File: src/rtl/batched_matmul_transpose_unit_assert.svh
// Assertion macros for the batched matrix multiply unit.
// Expects clk and arst_n in the scope of the including module.
`ifndef BATCHED_MATMUL_TRANSPOSE_UNIT_ASSERT_SVH
`define BATCHED_MATMUL_TRANSPOSE_UNIT_ASSERT_SVH

// same-cycle implication
`define BMT_ASSERT_IMPL(label, ante, cons) \
	label: assert property (@(posedge clk) disable iff (!arst_n) \
		(ante) |-> (cons)) else $error("assertion failed");

// next-cycle implication
`define BMT_ASSERT_NEXT(label, ante, cons) \
	label: assert property (@(posedge clk) disable iff (!arst_n) \
		(ante) |=> (cons)) else $error("assertion failed");

`endif

File: src/rtl/bmt_pkg.sv
// Package for the batched matrix multiply unit: sizes, codes, shared types
// and helper functions. No dependencies.
`timescale 1ns / 1ps
`default_nettype none

package bmt_pkg;

	localparam int MAX_DIM    = 8;
	localparam int DATA_WIDTH = 16;
	localparam int DEPTH      = MAX_DIM * MAX_DIM;
	localparam int ADDR_W     = (DEPTH > 1) ? $clog2(DEPTH) : 1;
	localparam int DIM_W      = $clog2(MAX_DIM + 1);
	localparam int IDX_W      = (MAX_DIM > 1) ? $clog2(MAX_DIM) : 1;
	localparam int CALC_W     = 2 * DIM_W + 1;

	localparam int CMD_W      = 2;
	localparam int EIDX_W     = 6;
	localparam int EVAL_W     = 16;
	localparam int OUT_W      = 35;
	localparam int POS_W      = 3;
	localparam int PROD_W     = 2 * DATA_WIDTH;
	localparam int SUM_W      = ((PROD_W > OUT_W) ? PROD_W : OUT_W) + 1;

	localparam int CFG_IDX_W  = 3;
	localparam int CFG_DATA_W = 16;
	localparam int CFG_DIM_W  = 4;
	localparam int BATCH_W    = 16;

	localparam logic [CMD_W-1:0] CMD_LOAD_A = 2'd0;
	localparam logic [CMD_W-1:0] CMD_LOAD_B = 2'd1;
	localparam logic [CMD_W-1:0] CMD_START  = 2'd2;

	localparam logic [CFG_IDX_W-1:0] REG_ROWS_A    = 3'd0;
	localparam logic [CFG_IDX_W-1:0] REG_INNER     = 3'd1;
	localparam logic [CFG_IDX_W-1:0] REG_COLS_B    = 3'd2;
	localparam logic [CFG_IDX_W-1:0] REG_TRANS_A   = 3'd3;
	localparam logic [CFG_IDX_W-1:0] REG_TRANS_B   = 3'd4;
	localparam logic [CFG_IDX_W-1:0] REG_BATCH_A   = 3'd5;
	localparam logic [CFG_IDX_W-1:0] REG_BATCH_B   = 3'd6;

	localparam logic [CFG_DIM_W-1:0] RST_DIM   = 4'd8;
	localparam logic [BATCH_W-1:0]   RST_BATCH = 16'd1;
	localparam logic [BATCH_W-1:0]   ONE_BATCH = 16'd1;

	typedef struct packed {
		logic vld;
		logic first;
		logic lastk;
	} issue_t;

	typedef struct packed {
		logic             idle;
		logic             load_err;
		logic             last_el;
		logic [POS_W-1:0] row;
		logic [POS_W-1:0] col;
	} seq_stat_t;

	function automatic logic [DIM_W-1:0] clamp_dim(input logic [CFG_DIM_W-1:0] d);
		logic [DIM_W-1:0] r;
		if (d == '0)
			r = DIM_W'(1);
		else if (int'(d) > MAX_DIM)
			r = DIM_W'(MAX_DIM);
		else
			r = DIM_W'(d);
		return r;
	endfunction

	// outer * stride + inner stays below stride * dim, so below DEPTH
	function automatic logic [ADDR_W-1:0] lin_addr(input logic [IDX_W-1:0] outer,
			input logic [DIM_W-1:0] stride, input logic [IDX_W-1:0] inner);
		logic [CALC_W-1:0] t;
		t = CALC_W'(outer) * CALC_W'(stride) + CALC_W'(inner);
		return t[ADDR_W-1:0];
	endfunction

	function automatic logic is_last(input logic [IDX_W-1:0] c, input logic [DIM_W-1:0] d);
		return (DIM_W'(c) + DIM_W'(1)) == d;
	endfunction

	function automatic logic in_store(input logic [EIDX_W-1:0] idx);
		return int'(idx) < DEPTH;
	endfunction

	function automatic logic [ADDR_W-1:0] to_addr(input logic [EIDX_W-1:0] idx);
		return ADDR_W'(idx);
	endfunction

	function automatic logic signed [DATA_WIDTH-1:0] to_store(
			input logic signed [EVAL_W-1:0] v);
		return DATA_WIDTH'(v);
	endfunction

	function automatic logic [POS_W-1:0] to_pos(input logic [IDX_W-1:0] v);
		return POS_W'(v);
	endfunction

	function automatic logic signed [SUM_W-1:0] widen_prod(
			input logic signed [PROD_W-1:0] p);
		return SUM_W'(p);
	endfunction

	function automatic logic signed [SUM_W-1:0] widen_acc(
			input logic signed [OUT_W-1:0] a);
		return SUM_W'(a);
	endfunction

	// clamp to the signed output range
	function automatic logic signed [OUT_W-1:0] sat_out(input logic signed [SUM_W-1:0] s);
		logic [SUM_W-OUT_W:0]   hi;
		logic signed [OUT_W-1:0] r;
		hi = s[SUM_W-1:OUT_W-1];
		if ((&hi) || !(|hi))
			r = s[OUT_W-1:0];
		else if (s[SUM_W-1])
			r = {1'b1, {(OUT_W-1){1'b0}}};
		else
			r = {1'b0, {(OUT_W-1){1'b1}}};
		return r;
	endfunction

endpackage

`default_nettype wire

File: src/rtl/bmt_if.sv
// Request and result channel interfaces of the batched matrix multiply unit.
// Depends on bmt_pkg for field widths.
`timescale 1ns / 1ps
`default_nettype none

interface bmt_in_if;
	logic                                valid;
	logic                                ready;
	logic [bmt_pkg::CMD_W-1:0]           cmd;
	logic [bmt_pkg::EIDX_W-1:0]          elem_index;
	logic signed [bmt_pkg::EVAL_W-1:0]   elem_value;

	modport source(output valid, cmd, elem_index, elem_value, input ready);
	modport sink(input valid, cmd, elem_index, elem_value, output ready);
endinterface

interface bmt_out_if;
	logic                                valid;
	logic                                ready;
	logic signed [bmt_pkg::OUT_W-1:0]    product_sum;
	logic [bmt_pkg::POS_W-1:0]           out_row;
	logic [bmt_pkg::POS_W-1:0]           out_col;
	logic                                last;
	logic                                status;

	modport source(output valid, product_sum, out_row, out_col, last, status, input ready);
	modport sink(input valid, product_sum, out_row, out_col, last, status, output ready);
endinterface

`default_nettype wire

File: src/rtl/bmt_store.sv
// Element store: one write port, one read port with registered read data.
// Depends on bmt_pkg.
`timescale 1ns / 1ps
`default_nettype none

module bmt_store (
	input  logic                                 clk,
	input  logic                                 we,
	input  logic [bmt_pkg::ADDR_W-1:0]           waddr,
	input  logic signed [bmt_pkg::DATA_WIDTH-1:0] wdata,
	input  logic [bmt_pkg::ADDR_W-1:0]           raddr,
	output logic signed [bmt_pkg::DATA_WIDTH-1:0] rdata
);

	logic signed [bmt_pkg::DATA_WIDTH-1:0] mem [bmt_pkg::DEPTH];

	always_ff @(posedge clk) begin
		if (we)
			mem[waddr] <= wdata;
		rdata <= mem[raddr];
	end

endmodule

`default_nettype wire

File: src/rtl/bmt_mac.sv
// Shared multiply-accumulate unit: registered product, then saturating add.
// Depends on bmt_pkg; operands arrive in the cycle after each issue.
`timescale 1ns / 1ps
`default_nettype none

module bmt_mac (
	input  logic                                  clk,
	input  logic                                  arst_n,
	input  bmt_pkg::issue_t                       iss,
	input  logic signed [bmt_pkg::DATA_WIDTH-1:0] a_data,
	input  logic signed [bmt_pkg::DATA_WIDTH-1:0] b_data,
	output logic                                  done,
	output logic signed [bmt_pkg::OUT_W-1:0]      sum
);

	bmt_pkg::issue_t                     iss_s1;
	bmt_pkg::issue_t                     iss_s2;
	logic signed [bmt_pkg::PROD_W-1:0]   prod_s2;
	logic signed [bmt_pkg::OUT_W-1:0]    acc_q;
	logic                                done_q;
	logic signed [bmt_pkg::SUM_W-1:0]    sum_c;

	always_comb begin
		sum_c = bmt_pkg::widen_prod(prod_s2);
		if (!iss_s2.first)
			sum_c = sum_c + bmt_pkg::widen_acc(acc_q);
	end

	always_ff @(posedge clk or negedge arst_n) begin
		if (!arst_n) begin
			iss_s1 <= '0;
			iss_s2 <= '0;
			done_q <= 1'b0;
		end else begin
			iss_s1 <= iss;
			iss_s2 <= iss_s1;
			done_q <= iss_s2.vld & iss_s2.lastk;
		end
	end

	always_ff @(posedge clk) begin
		if (iss_s1.vld)
			prod_s2 <= a_data * b_data;
		if (iss_s2.vld)
			acc_q <= bmt_pkg::sat_out(sum_c);
	end

	assign done = done_q;
	assign sum  = acc_q;

endmodule

`default_nettype wire

File: src/rtl/bmt_seq.sv
// Sequencer: walks rows, columns and the inner index, drives store reads
// and the MAC issue tags. Depends on bmt_pkg.
`timescale 1ns / 1ps
`default_nettype none

module bmt_seq (
	input  logic                           clk,
	input  logic                           arst_n,
	input  logic                           start,
	input  logic                           start_err,
	input  logic [bmt_pkg::DIM_W-1:0]      di,
	input  logic [bmt_pkg::DIM_W-1:0]      dk,
	input  logic [bmt_pkg::DIM_W-1:0]      dj,
	input  logic                           ta,
	input  logic                           tb,
	input  logic                           out_free,
	input  logic                           mac_done,
	output bmt_pkg::issue_t                iss,
	output logic [bmt_pkg::ADDR_W-1:0]     a_addr,
	output logic [bmt_pkg::ADDR_W-1:0]     b_addr,
	output bmt_pkg::seq_stat_t             stat
);

	typedef enum logic [3:0] {
		ST_IDLE  = 4'b0001,
		ST_ARM   = 4'b0010,
		ST_ISSUE = 4'b0100,
		ST_DRAIN = 4'b1000
	} seq_state_t;

	seq_state_t                    state_q;
	logic [bmt_pkg::IDX_W-1:0]     i_q;
	logic [bmt_pkg::IDX_W-1:0]     j_q;
	logic [bmt_pkg::IDX_W-1:0]     k_q;
	logic                          err_q;
	logic                          i_last;
	logic                          j_last;
	logic                          k_last;

	always_comb begin
		i_last = bmt_pkg::is_last(i_q, di);
		j_last = bmt_pkg::is_last(j_q, dj);
		k_last = bmt_pkg::is_last(k_q, dk);
		a_addr = ta ? bmt_pkg::lin_addr(k_q, di, i_q) : bmt_pkg::lin_addr(i_q, dk, k_q);
		b_addr = tb ? bmt_pkg::lin_addr(j_q, dk, k_q) : bmt_pkg::lin_addr(k_q, dj, j_q);
		iss.vld       = (state_q == ST_ISSUE);
		iss.first     = (k_q == '0);
		iss.lastk     = k_last;
		stat.idle     = (state_q == ST_IDLE);
		stat.load_err = (state_q == ST_ARM) && out_free && err_q;
		stat.last_el  = i_last & j_last;
		stat.row      = bmt_pkg::to_pos(i_q);
		stat.col      = bmt_pkg::to_pos(j_q);
	end

	always_ff @(posedge clk or negedge arst_n) begin
		if (!arst_n) begin
			state_q <= ST_IDLE;
			i_q     <= '0;
			j_q     <= '0;
			k_q     <= '0;
			err_q   <= 1'b0;
		end else begin
			case (state_q)
				ST_IDLE: begin
					if (start) begin
						err_q   <= start_err;
						i_q     <= '0;
						j_q     <= '0;
						state_q <= ST_ARM;
					end
				end
				// wait for the output register to free up
				ST_ARM: begin
					if (out_free) begin
						k_q     <= '0;
						state_q <= err_q ? ST_IDLE : ST_ISSUE;
					end
				end
				ST_ISSUE: begin
					if (k_last)
						state_q <= ST_DRAIN;
					else
						k_q <= k_q + 1'b1;
				end
				ST_DRAIN: begin
					if (mac_done) begin
						if (i_last && j_last) begin
							state_q <= ST_IDLE;
						end else begin
							if (j_last) begin
								j_q <= '0;
								i_q <= i_q + 1'b1;
							end else begin
								j_q <= j_q + 1'b1;
							end
							state_q <= ST_ARM;
						end
					end
				end
				default: state_q <= ST_IDLE;
			endcase
		end
	end

endmodule

`default_nettype wire

File: src/rtl/batched_matmul_transpose_unit.sv
// Batched matrix multiply with transposes. Load requests are accepted while idle.
// Each result element takes one multiply-accumulate per cycle through the
// shared MAC while issuing, plus per-element pipeline drain and output stalls.
// A rejected start gives its error result through the arming state and the
// output register once that register is free. Async active-low reset clears
// control state and restores register defaults; stores are not cleared.
`timescale 1ns / 1ps
`default_nettype none

module batched_matmul_transpose_unit (
	input  logic                              clk,
	input  logic                              arst_n,
	input  logic                              cfg_we,
	input  logic [bmt_pkg::CFG_IDX_W-1:0]     cfg_index,
	input  logic [bmt_pkg::CFG_DATA_W-1:0]    cfg_data,
	bmt_in_if.sink                            request,
	bmt_out_if.source                         result
);

	logic [bmt_pkg::CFG_DIM_W-1:0]   rows_q;
	logic [bmt_pkg::CFG_DIM_W-1:0]   inner_q;
	logic [bmt_pkg::CFG_DIM_W-1:0]   cols_q;
	logic                            trans_a_q;
	logic                            trans_b_q;
	logic [bmt_pkg::BATCH_W-1:0]     batch_a_q;
	logic [bmt_pkg::BATCH_W-1:0]     batch_b_q;

	logic                                  req_fire;
	logic                                  we_a;
	logic                                  we_b;
	logic                                  start;
	logic                                  start_err;
	logic                                  out_free;
	logic [bmt_pkg::ADDR_W-1:0]            waddr;
	logic signed [bmt_pkg::DATA_WIDTH-1:0] wdata;
	logic [bmt_pkg::ADDR_W-1:0]            a_addr;
	logic [bmt_pkg::ADDR_W-1:0]            b_addr;
	logic signed [bmt_pkg::DATA_WIDTH-1:0] a_data;
	logic signed [bmt_pkg::DATA_WIDTH-1:0] b_data;
	bmt_pkg::issue_t                       iss;
	bmt_pkg::seq_stat_t                    stat;
	logic                                  mac_done;
	logic signed [bmt_pkg::OUT_W-1:0]      mac_sum;

	logic                                  out_vld_q;
	logic signed [bmt_pkg::OUT_W-1:0]      sum_q;
	logic [bmt_pkg::POS_W-1:0]             row_q;
	logic [bmt_pkg::POS_W-1:0]             col_q;
	logic                                  last_q;
	logic                                  status_q;

	always_ff @(posedge clk or negedge arst_n) begin
		if (!arst_n) begin
			rows_q    <= bmt_pkg::RST_DIM;
			inner_q   <= bmt_pkg::RST_DIM;
			cols_q    <= bmt_pkg::RST_DIM;
			trans_a_q <= 1'b0;
			trans_b_q <= 1'b0;
			batch_a_q <= bmt_pkg::RST_BATCH;
			batch_b_q <= bmt_pkg::RST_BATCH;
		end else if (cfg_we) begin
			case (cfg_index)
				bmt_pkg::REG_ROWS_A:  rows_q    <= cfg_data[bmt_pkg::CFG_DIM_W-1:0];
				bmt_pkg::REG_INNER:   inner_q   <= cfg_data[bmt_pkg::CFG_DIM_W-1:0];
				bmt_pkg::REG_COLS_B:  cols_q    <= cfg_data[bmt_pkg::CFG_DIM_W-1:0];
				bmt_pkg::REG_TRANS_A: trans_a_q <= cfg_data[0];
				bmt_pkg::REG_TRANS_B: trans_b_q <= cfg_data[0];
				bmt_pkg::REG_BATCH_A: batch_a_q <= cfg_data[bmt_pkg::BATCH_W-1:0];
				bmt_pkg::REG_BATCH_B: batch_b_q <= cfg_data[bmt_pkg::BATCH_W-1:0];
				default: ;
			endcase
		end
	end

	always_comb begin
		req_fire  = request.valid & request.ready;
		we_a      = req_fire && (request.cmd == bmt_pkg::CMD_LOAD_A) &&
		            bmt_pkg::in_store(request.elem_index);
		we_b      = req_fire && (request.cmd == bmt_pkg::CMD_LOAD_B) &&
		            bmt_pkg::in_store(request.elem_index);
		start     = req_fire && (request.cmd == bmt_pkg::CMD_START);
		// broadcast of B only without transposes
		start_err = !((batch_a_q == batch_b_q) ||
		              ((batch_a_q > bmt_pkg::ONE_BATCH) && (batch_b_q == bmt_pkg::ONE_BATCH) &&
		               !trans_a_q && !trans_b_q));
		waddr     = bmt_pkg::to_addr(request.elem_index);
		wdata     = bmt_pkg::to_store(request.elem_value);
		out_free  = !out_vld_q || result.ready;
	end

	assign request.ready = stat.idle;

	bmt_store u_store_a (
		.clk   (clk),
		.we    (we_a),
		.waddr (waddr),
		.wdata (wdata),
		.raddr (a_addr),
		.rdata (a_data)
	);

	bmt_store u_store_b (
		.clk   (clk),
		.we    (we_b),
		.waddr (waddr),
		.wdata (wdata),
		.raddr (b_addr),
		.rdata (b_data)
	);

	bmt_seq u_seq (
		.clk       (clk),
		.arst_n    (arst_n),
		.start     (start),
		.start_err (start_err),
		.di        (bmt_pkg::clamp_dim(rows_q)),
		.dk        (bmt_pkg::clamp_dim(inner_q)),
		.dj        (bmt_pkg::clamp_dim(cols_q)),
		.ta        (trans_a_q),
		.tb        (trans_b_q),
		.out_free  (out_free),
		.mac_done  (mac_done),
		.iss       (iss),
		.a_addr    (a_addr),
		.b_addr    (b_addr),
		.stat      (stat)
	);

	bmt_mac u_mac (
		.clk    (clk),
		.arst_n (arst_n),
		.iss    (iss),
		.a_data (a_data),
		.b_data (b_data),
		.done   (mac_done),
		.sum    (mac_sum)
	);

	// output register: load on a finished element or a rejected start
	always_ff @(posedge clk or negedge arst_n) begin
		if (!arst_n)
			out_vld_q <= 1'b0;
		else if (mac_done || stat.load_err)
			out_vld_q <= 1'b1;
		else if (result.ready)
			out_vld_q <= 1'b0;
	end

	always_ff @(posedge clk) begin
		if (mac_done) begin
			sum_q    <= mac_sum;
			row_q    <= stat.row;
			col_q    <= stat.col;
			last_q   <= stat.last_el;
			status_q <= 1'b0;
		end else if (stat.load_err) begin
			sum_q    <= '0;
			row_q    <= '0;
			col_q    <= '0;
			last_q   <= 1'b1;
			status_q <= 1'b1;
		end
	end

	assign result.valid       = out_vld_q;
	assign result.product_sum = sum_q;
	assign result.out_row     = row_q;
	assign result.out_col     = col_q;
	assign result.last        = last_q;
	assign result.status      = status_q;

`include "batched_matmul_transpose_unit_assert.svh"

	`BMT_ASSERT_IMPL(a_no_overwrite, out_vld_q && !result.ready, !(mac_done || stat.load_err))
	`BMT_ASSERT_IMPL(a_done_busy, mac_done, !stat.idle)
	`BMT_ASSERT_NEXT(a_last_idle, mac_done && stat.last_el, stat.idle)

endmodule

`default_nettype wire
File: src/flat_wrapper.sv
// flat-port wrapper written by rule: the top's interface ports become plain ports
module batched_matmul_transpose_unit_flat 
  (clk, arst_n, cfg_we, cfg_index, cfg_data, request_valid, request_cmd, request_elem_index, request_elem_value, request_ready, result_valid, result_product_sum, result_out_row, result_out_col, result_last, result_status, result_ready);
  bmt_in_if request_i ();
  bmt_out_if result_i ();
  input  logic clk;
  input  logic arst_n;
  input  logic cfg_we;
  input  logic [bmt_pkg::CFG_IDX_W-1:0] cfg_index;
  input  logic [bmt_pkg::CFG_DATA_W-1:0] cfg_data;
  input wire logic [$bits(request_i.valid)-1:0] request_valid;
  input wire logic [$bits(request_i.cmd)-1:0] request_cmd;
  input wire logic [$bits(request_i.elem_index)-1:0] request_elem_index;
  input wire logic [$bits(request_i.elem_value)-1:0] request_elem_value;
  output wire logic [$bits(request_i.ready)-1:0] request_ready;
  output wire logic [$bits(result_i.valid)-1:0] result_valid;
  output wire logic [$bits(result_i.product_sum)-1:0] result_product_sum;
  output wire logic [$bits(result_i.out_row)-1:0] result_out_row;
  output wire logic [$bits(result_i.out_col)-1:0] result_out_col;
  output wire logic [$bits(result_i.last)-1:0] result_last;
  output wire logic [$bits(result_i.status)-1:0] result_status;
  input wire logic [$bits(result_i.ready)-1:0] result_ready;
  assign request_i.valid = request_valid;
  assign request_i.cmd = request_cmd;
  assign request_i.elem_index = request_elem_index;
  assign request_i.elem_value = request_elem_value;
  assign request_ready = request_i.ready;
  assign result_valid = result_i.valid;
  assign result_product_sum = result_i.product_sum;
  assign result_out_row = result_i.out_row;
  assign result_out_col = result_i.out_col;
  assign result_last = result_i.last;
  assign result_status = result_i.status;
  assign result_i.ready = result_ready;
  batched_matmul_transpose_unit u_core (.clk(clk), .arst_n(arst_n), .cfg_we(cfg_we), .cfg_index(cfg_index), .cfg_data(cfg_data), .request(request_i), .result(result_i));
endmodule
File: config.mk
export PLATFORM = sky130hd
export DESIGN_NAME = batched_matmul_transpose_unit_flat
export DESIGN_NICKNAME = d
export VERILOG_FILES = /design/src/rtl/bmt_pkg.sv /design/src/rtl/bmt_if.sv /design/src/rtl/bmt_store.sv /design/src/rtl/bmt_mac.sv /design/src/rtl/bmt_seq.sv /design/src/rtl/batched_matmul_transpose_unit.sv /design/src/flat_wrapper.sv
export VERILOG_INCLUDE_DIRS = /design/src /design/src/rtl
export SDC_FILE = /design/constraint.sdc
export NUM_CORES = 2
export LEC_CHECK = 0
export ABC_AREA = 0
export BUFFER_PORTS_ARGS = -buffer_cell sky130_fd_sc_hd__buf_2
export CAP_MARGIN = 20
export CORE_MARGIN = 3
export CORE_UTILIZATION = 59
export CTS_BUF_LIST = sky130_fd_sc_hd__clkbuf_8
export CTS_CLUSTER_DIAMETER = 120
export DETAILED_ROUTE_END_ITERATION = 12
export PLACE_DENSITY = 0.83
export SLEW_MARGIN = 20
export SYNTH_ARGS = -nofsm -noshare
export SYNTH_HDL_FRONTEND = slang
export SYNTH_SLANG_ARGS = --single-unit
File: constraint.sdc
create_clock -name clk -period 6.5 [get_ports clk]
set_input_delay 0.65 -clock clk [delete_from_list [all_inputs] [get_ports clk]]
set_output_delay 0.65 -clock clk [all_outputs]
set_load 0.02 [all_outputs]
# [Yosys cells after proc, flatten, opt, wreduce, memory -nomap -nowiden]
# Memories as Yosys holds them, arrays and structs flattened. A register that Yosys moved wholly into a read port is not among the register bits.
# Cells that the tools add are included.
[classes] n_eq_ne=24 bitwise=3 mul=5 order_cmp=4 n_reduce_logical=42 addsub=11 muxes=43
[op_table] operator="35-bit two-way mux" n=4
[op_table] operator="4-bit two-way mux" n=10
[op_table] operator="3-bit two-way mux" n=13
[op_table] operator="32-bit by 35-bit adder with 36-bit output" n=1
[op_table] operator="36-bit two-way mux" n=1
[op_table] operator="16-bit by 16-bit multiplier with 32-bit output" n=1
[op_table] operator="6-bit by 3-bit adder with 6-bit output" n=4
[op_table] operator="3-bit by 4-bit multiplier with 6-bit output" n=4
[op_table] operator="3-bit one-hot mux with 2 select lines" n=3
[op_table] operator="2-bit AND reduction" n=9
[op_table] operator="16-bit by 1-bit equality test with 1-bit output (second input constant)" n=1
[op_table] operator="16-bit equality test" n=1
[op_table] operator="16-bit by 1-bit greater-than comparator with 1-bit output (second input constant)" n=1
[op_table] operator="4-bit one-hot mux with 4 select lines" n=1
[op_table] operator="3-bit by 1-bit adder with 4-bit output (second input constant)" n=3
[op_table] operator="4-bit equality test" n=3
[op_table] operator="4-bit greater-than comparator (second input constant)" n=3
[op_table] operator="4-bit logical NOT" n=3
[op_table] operator="6-bit two-way mux" n=2
[op_table] operator="2-bit != test (second input constant)" n=6
[op_table] operator="3-bit by 1-bit adder with 3-bit output (second input constant)" n=3
[op_table] operator="3-bit equality test (second input constant)" n=3
[op_table] operator="1-bit logical AND" n=9
[op_table] operator="1-bit two-way mux" n=8
[op_table] operator="20 further kinds" n=35
[totals] inputBits=48 mem_count=2 regBits=178 ram_bits=2048 elab_cells=161
[memory_table] name="u_core.u_store_a.mem" depth=64 word_bits=16 rd=1 rd_ports_with_merged_regs=1 wr=1 line_no="bmt_store.sv:15" source="logic signed [bmt_pkg::DATA_WIDTH-1:0] mem [bmt_pkg::DEPTH];"
[memory_table] name="u_core.u_store_b.mem" depth=64 word_bits=16 rd=1 rd_ports_with_merged_regs=1 wr=1 line_no="bmt_store.sv:15"

# [Logic depth before layout (Yosys ltp)]
[logic_depth] ltp_word=8 mapped_depth=26 mapped_depth_nobuf=25

# [Hierarchy]
# Synthesis repeated with hierarchy kept, for this count alone.
[unflattened] cells_unflattened=5813 area_unflattened_um2=101290.9
[by_module_without_submodules] mod="bmt_store" area_each_um2=40042.2 n_inst=2 seq_area_each_um2=31069.8 cells_per_inst=1829
[by_module_without_submodules] mod="bmt_mac" area_each_um2=14770.4 n_inst=1 seq_area_each_um2=2187.1 cells_per_inst=1592
[by_module_without_submodules] mod="batched_matmul_transpose_unit" area_each_um2=3761.1 n_inst=1 seq_area_each_um2=2463.6 cells_per_inst=254
[by_module_without_submodules] mod="bmt_seq" area_each_um2=2675.1 n_inst=1 seq_area_each_um2=351.6 cells_per_inst=309

# [Least setup slack after synthesis]
# OpenSTA, ideal clock, no wires.
[synth_path] path_type="register to register" startpoint="reg u_core.u_store_a.rdata[15] (netlist name) (read register of u_core.u_store_a.mem)" endpoint="reg u_core.u_mac.prod_s2[26] (netlist name) (data pin)" n_path_buf=1 path_stages_with_launch=21 setup_ns=0.262 path_slack_ns=0.354 arrival_time_ns=5.884 path_cell_list="dfxtp_1 clkbuf_1 nand2_1 fa_1 inv_1 fa_1 fa_1 fa_1 fa_1 inv_1 fa_1 inv_1 ha_1 a211oi_1 nand2_1 or2_2 a311oi_1 nor3_1 a21oi_1 o21bai_1 xor2_1"
[synth_between] elab_chain_cells=1
[synth_lines] item="from (decl)" line_no="bmt_store.sv:12" source="output logic signed [bmt_pkg::DATA_WIDTH-1:0] rdata"
[synth_lines] item="16-bit by 16-bit multiplier with 32-bit output" line_no="bmt_mac.sv:43" source="prod_s2 <= a_data * b_data;"
[synth_lines] item="to (signal assigned)" line_no="bmt_mac.sv:43"
[synth_lines] item="to (decl)" line_no="bmt_mac.sv:18" source="logic signed [bmt_pkg::PROD_W-1:0] prod_s2;"
# No other way between the ends.
# A chain may end at the register's enable or synchronous reset.

# [Worst setup path after layout]
[layout_path] startpoint="reg u_core.u_store_b.rdata[1] (netlist name) (read register of u_core.u_store_b.mem)" endpoint="reg u_core.u_mac.prod_s2[26] (netlist name) (data pin)"
[layout_between] elab_chain_cells=1
[layout_lines] item="from (decl)" line_no="bmt_store.sv:12"
[layout_lines] item="16-bit by 16-bit multiplier with 32-bit output" line_no="bmt_mac.sv:43"
# No other way between the ends.

==> implementation parameters <==
Parameter                              Value

Cells and area
  Post-synthesis to final-layout area growth ... 11.2%
  Net count of the finished layout ... roughly 6700
  Share of post-route cells with drive strength above 1 ... 0.223
  Final-layout fill cell count ... just over 10000

Route
  Number of design rule violations left after detail routing ... 0
  Vias after detailed routing ... ~56000
  Detailed Routing Iterations Pass 1 ... 8
  Post-Route WL ... roughly 240000 um
  Antenna-violating nets left ... 0
  Average detailed-routed wire length per instance ... between 20 and 30 um
  Post-detailed-route via-to-cell ratio ... 6.46
  Iter 0 DRT Violations ... 7917

Floorplanning
  Total Die Area ... 0.175 mm2
  Width of the die ... ~420 um
  Number of top-level design ports ... 93
  Chip Height ... around 420 um
  Effective utilization at floorplan ... 0.597
  Number of rows in the core area ... 150
  Core box area ... 0.168 mm2

Critical path
  Data arrival, critical path ... approximately 7.0 ns
  Endpoint class of the critical path ... register
  Data required time at the worst endpoint ... slightly above 7 ns
  Startpoint kind of the worst setup timing path ... register
  Critical-path maximum fanout ... 10
  Category of the critical setup timing path ... register to register

Logic synthesis
  Ys async rst share ... 0.0301
  Synth Flop Type ... sky130_fd_sc_hd__edfxtp_1
  Post-synthesis cell type with the largest combined area ... sky130_fd_sc_hd__edfxtp_1
  Top cell types by occurrence after synthesis ... sky130_fd_sc_hd__edfxtp_1 (2157), sky130_fd_sc_hd__nand2_1 (569), sky130_fd_sc_hd__mux4_2 (512)
  Synthesized cell area ... ~0.1 mm2
  Flop and latch count out of synthesis ... 2258
  Total nets after synthesis ... 6281
  Synthesized netlist cell count ... ~5800
  Sequential-to-total area share from yosys stat ... 0.669
  Unique cell type count in the Yosys netlist ... between 70 and 80
  Mean instance size in the synthesized netlist ... around 17 um2
  Count of flip-flops with a built-in enable after synthesis ... about 2200
  Most frequent cell after synthesis ... sky130_fd_sc_hd__edfxtp_1
  Synth top area share ... 0.645
  Largest cells by area after synthesis ... sky130_fd_sc_hd__edfxtp_1 (65%), sky130_fd_sc_hd__mux4_2 (11%), sky130_fd_sc_hd__fa_1 (5.6%), sky130_fd_sc_hd__nand2_1 (2.1%), sky130_fd_sc_hd__ha_1 (2.0%)
  Synth Warn # ... 0

Timing
  Period minus WS final ... between 6 and 7 ns
  Setup violations, final ... 0
  Least-Margin Pin Slew ... roughly 1.2 ns
  Clock Skews ... between 0.09 and 0.1 ns
  Final Hold Slack ... approximately 0.08 ns
  Hold violation total from the final report ... 0
  Upper clock frequency limit ... around 0.16 GHz
  Final cycle utilization of the critical path ... 0.956
  Max-slew violation count ... 0
  Normalized max-slew margin ... 0.224

Clock network
  Clock-pin slew on the worst setup and hold paths ... about 0.060 ns
  Later-pin clock latency in the skew report ... approximately 1.0 ns
  TritonCTS clock tree ... done
  Maximum count of clock buffers along a single path ... 4
  Level count of the clock H-tree ... 5
  Num CTS Buffers ... 361
  Clock tree root driver cell ... sky130_fd_sc_hd__clkbuf_8
  Sinks on the clock net ... 2258

Run status
  Status ... complete, no violations

GRT
  Global-route wire length before repair ... roughly 360000 um
  Antenna violations before repair ... 15
  Maximum number of pins on one net before global-route repair ... between 100 and 150
  Congestion Overflow GR ... 0
  Vias in the first global route ... 57900
  All-Layer GR Usage ... 0.278

Hold path
  Hold Crit Class ... primary input to register

Placed design
  Detailed Place HPWL ... roughly 150000 um
  Final weighted congestion of routability-driven global placement ... between 0.8 and 0.9
  Count of buffers from port buffering ... around 90

Flow run
  Max cap viols ... 0
flip-flops by register name, summed over array words and instances (netlist names), 3 cells and up:
name	count
u_core.u_seq.j_q	3
u_core.u_store_a.mem	1024
u_core.u_store_b.mem	1024
u_core.inner_q	4
u_core.u_mac.prod_s2	32
u_core.result.product_sum	35
u_core.u_mac.iss_s1	3
u_core.u_mac.iss_s2	3
u_core.rows_q	4
u_core.u_seq.k_q	3
u_core.u_seq.i_q	3
u_core.cols_q	4
u_core.batch_a_q	16
u_core.u_mac.sum	35
u_core.u_seq.state_q	4
u_core.result.out_col	3
u_core.u_store_a.rdata	16
u_core.result.out_row	3
u_core.u_store_b.rdata	16
u_core.batch_b_q	16
critical path, stage by stage (launching register included):
cell and delay (ns):
sky130_fd_sc_hd__dfxtp_2 0.36, sky130_fd_sc_hd__buf_4 0.18, sky130_fd_sc_hd__and2_1 0.16, sky130_fd_sc_hd__fa_1 0.53, sky130_fd_sc_hd__fa_1 0.55, sky130_fd_sc_hd__ha_1 0.13, sky130_fd_sc_hd__inv_1 0.05, sky130_fd_sc_hd__fa_1 0.47
sky130_fd_sc_hd__inv_1 0.05, sky130_fd_sc_hd__fa_1 0.53, sky130_fd_sc_hd__inv_1 0.05, sky130_fd_sc_hd__fa_1 0.48, sky130_fd_sc_hd__inv_1 0.04, sky130_fd_sc_hd__ha_1 0.33, sky130_fd_sc_hd__a2111oi_0 0.38, sky130_fd_sc_hd__o21ai_1 0.16
sky130_fd_sc_hd__a41oi_1 0.34, sky130_fd_sc_hd__o21ai_1 0.23, sky130_fd_sc_hd__a311oi_2 0.35, sky130_fd_sc_hd__nor3_1 0.15, sky130_fd_sc_hd__a21oi_1 0.16, sky130_fd_sc_hd__o21bai_1 0.10, sky130_fd_sc_hd__xor2_1 0.15
repair_timing:
| item | 4_1_cts | 5_1_grt |
|---|---|---|
| endpoints found under the hold margin | 115 | 0 |
| pin swaps | 0 | 1 |
| resized for setup | 2 | 21 |
| setup buffers | 0 | 0 |
| hold buffers | 24 | 0 |
| endpoints found under the setup margin | 3 | 9 |
path summary, 6_finish.rpt:
check / slack [ns] / end / startpoint / cells after the start
min in group asynchronous: 0.39 / u_core.result.valid$_DFFE_PN0P_ / arst_n / 3
worst max register to register: 0.29 / u_core.u_mac.prod_s2[26]$_DFFE_PP_ / u_core.u_store_b.rdata[1]$_DFF_P_ / 22
worst min-delay path: 0.08 / u_core.u_store_b.mem[25][13]$_DFFE_PP_ / request_elem_value[13] / 1
worst max-delay path: 0.29 / u_core.u_mac.prod_s2[26]$_DFFE_PP_ / u_core.u_store_b.rdata[1]$_DFF_P_ / 22
worst min register to register: 0.34 / u_core.u_mac.iss_s2[1]$_DFF_PN0_ / u_core.u_mac.iss_s1[1]$_DFF_PN0_ / 0
max in group asynchronous: 5.51 / u_core.batch_b_q[5]$_DFFE_PN0P_ / arst_n / 3
placed cells by master (no fill, tap or decap), drive strengths merged, types with 35 or more instances in the layout:
cell	synthesis	routed
ha	161	161
clkinv	0	120
fa	279	279
a21oi	72	72
xnor2	76	76
nand3	56	56
clkbuf	175	370
a31oi	73	73
buf	116	358
nor2	197	197
edfxtp	2157	2157
o21ai	58	58
mux4	512	512
a211oi	134	134
dfrtp	62	62
inv	349	460
mux2	47	47
nand2	569	569
and2	286	286
a311oi	35	35
area by class of cell:
cell class                      count  area [um2]  share of cell area
Multi-Input combinational cell   2895       30800               0.276
Antenna cell                        9        22.5            0.000202
Clock buffer                      370        5090              0.0456
Sequential cell                  2258       67200               0.602
Tap cell                         2204        2760              0.0247
Timing Repair Buffer              382        3080              0.0276
Inverter                          349        1310              0.0117
Clock inverter                    253        1390              0.0125
kinds of logic after synthesis:
| kind of cell | synth area share |
|---|---|
| DFF | 0.669 |
| and+or+nand+nor | 0.0571 |
| buffers and inverters | 0.0270 |
| muxes | 0.121 |
| AOI/OAI and AO/OA | 0.0410 |
| adders and majority gates | 0.0757 |
| xor gates and xnor gates | 0.00941 |
metal layers:
layer / GRT usage / up-vias / wire length, um
li1: - / 23100 / -
met5: 0 / - / 21
met2: 0.436 / 3842 / 116000
met3: 0.0655 / 693 / 26800
met1: 0.374 / 28700 / 86800
met4: 0.132 / 4 / 11500
metrics by stage:
step	util	std cells	instance area, um2	setup TNS [ns]	setup WS [ns]
finish	0.663	8720	112000	0	0.288
global route	0.663	8716	112000	-0.00914	-0.00667
CTS	0.663	8710	111000	0	0.00492
detailed placement	0.623	8063	105000	-0.0471	-0.0347
global placement	0.622	8060	105000	0	0.116
floorplan	-	5793	100000	0	0.354
Power is left out: the tool's default activity adds up to more than one toggle a clock period on the data nets, which glitch-free logic cannot reach.
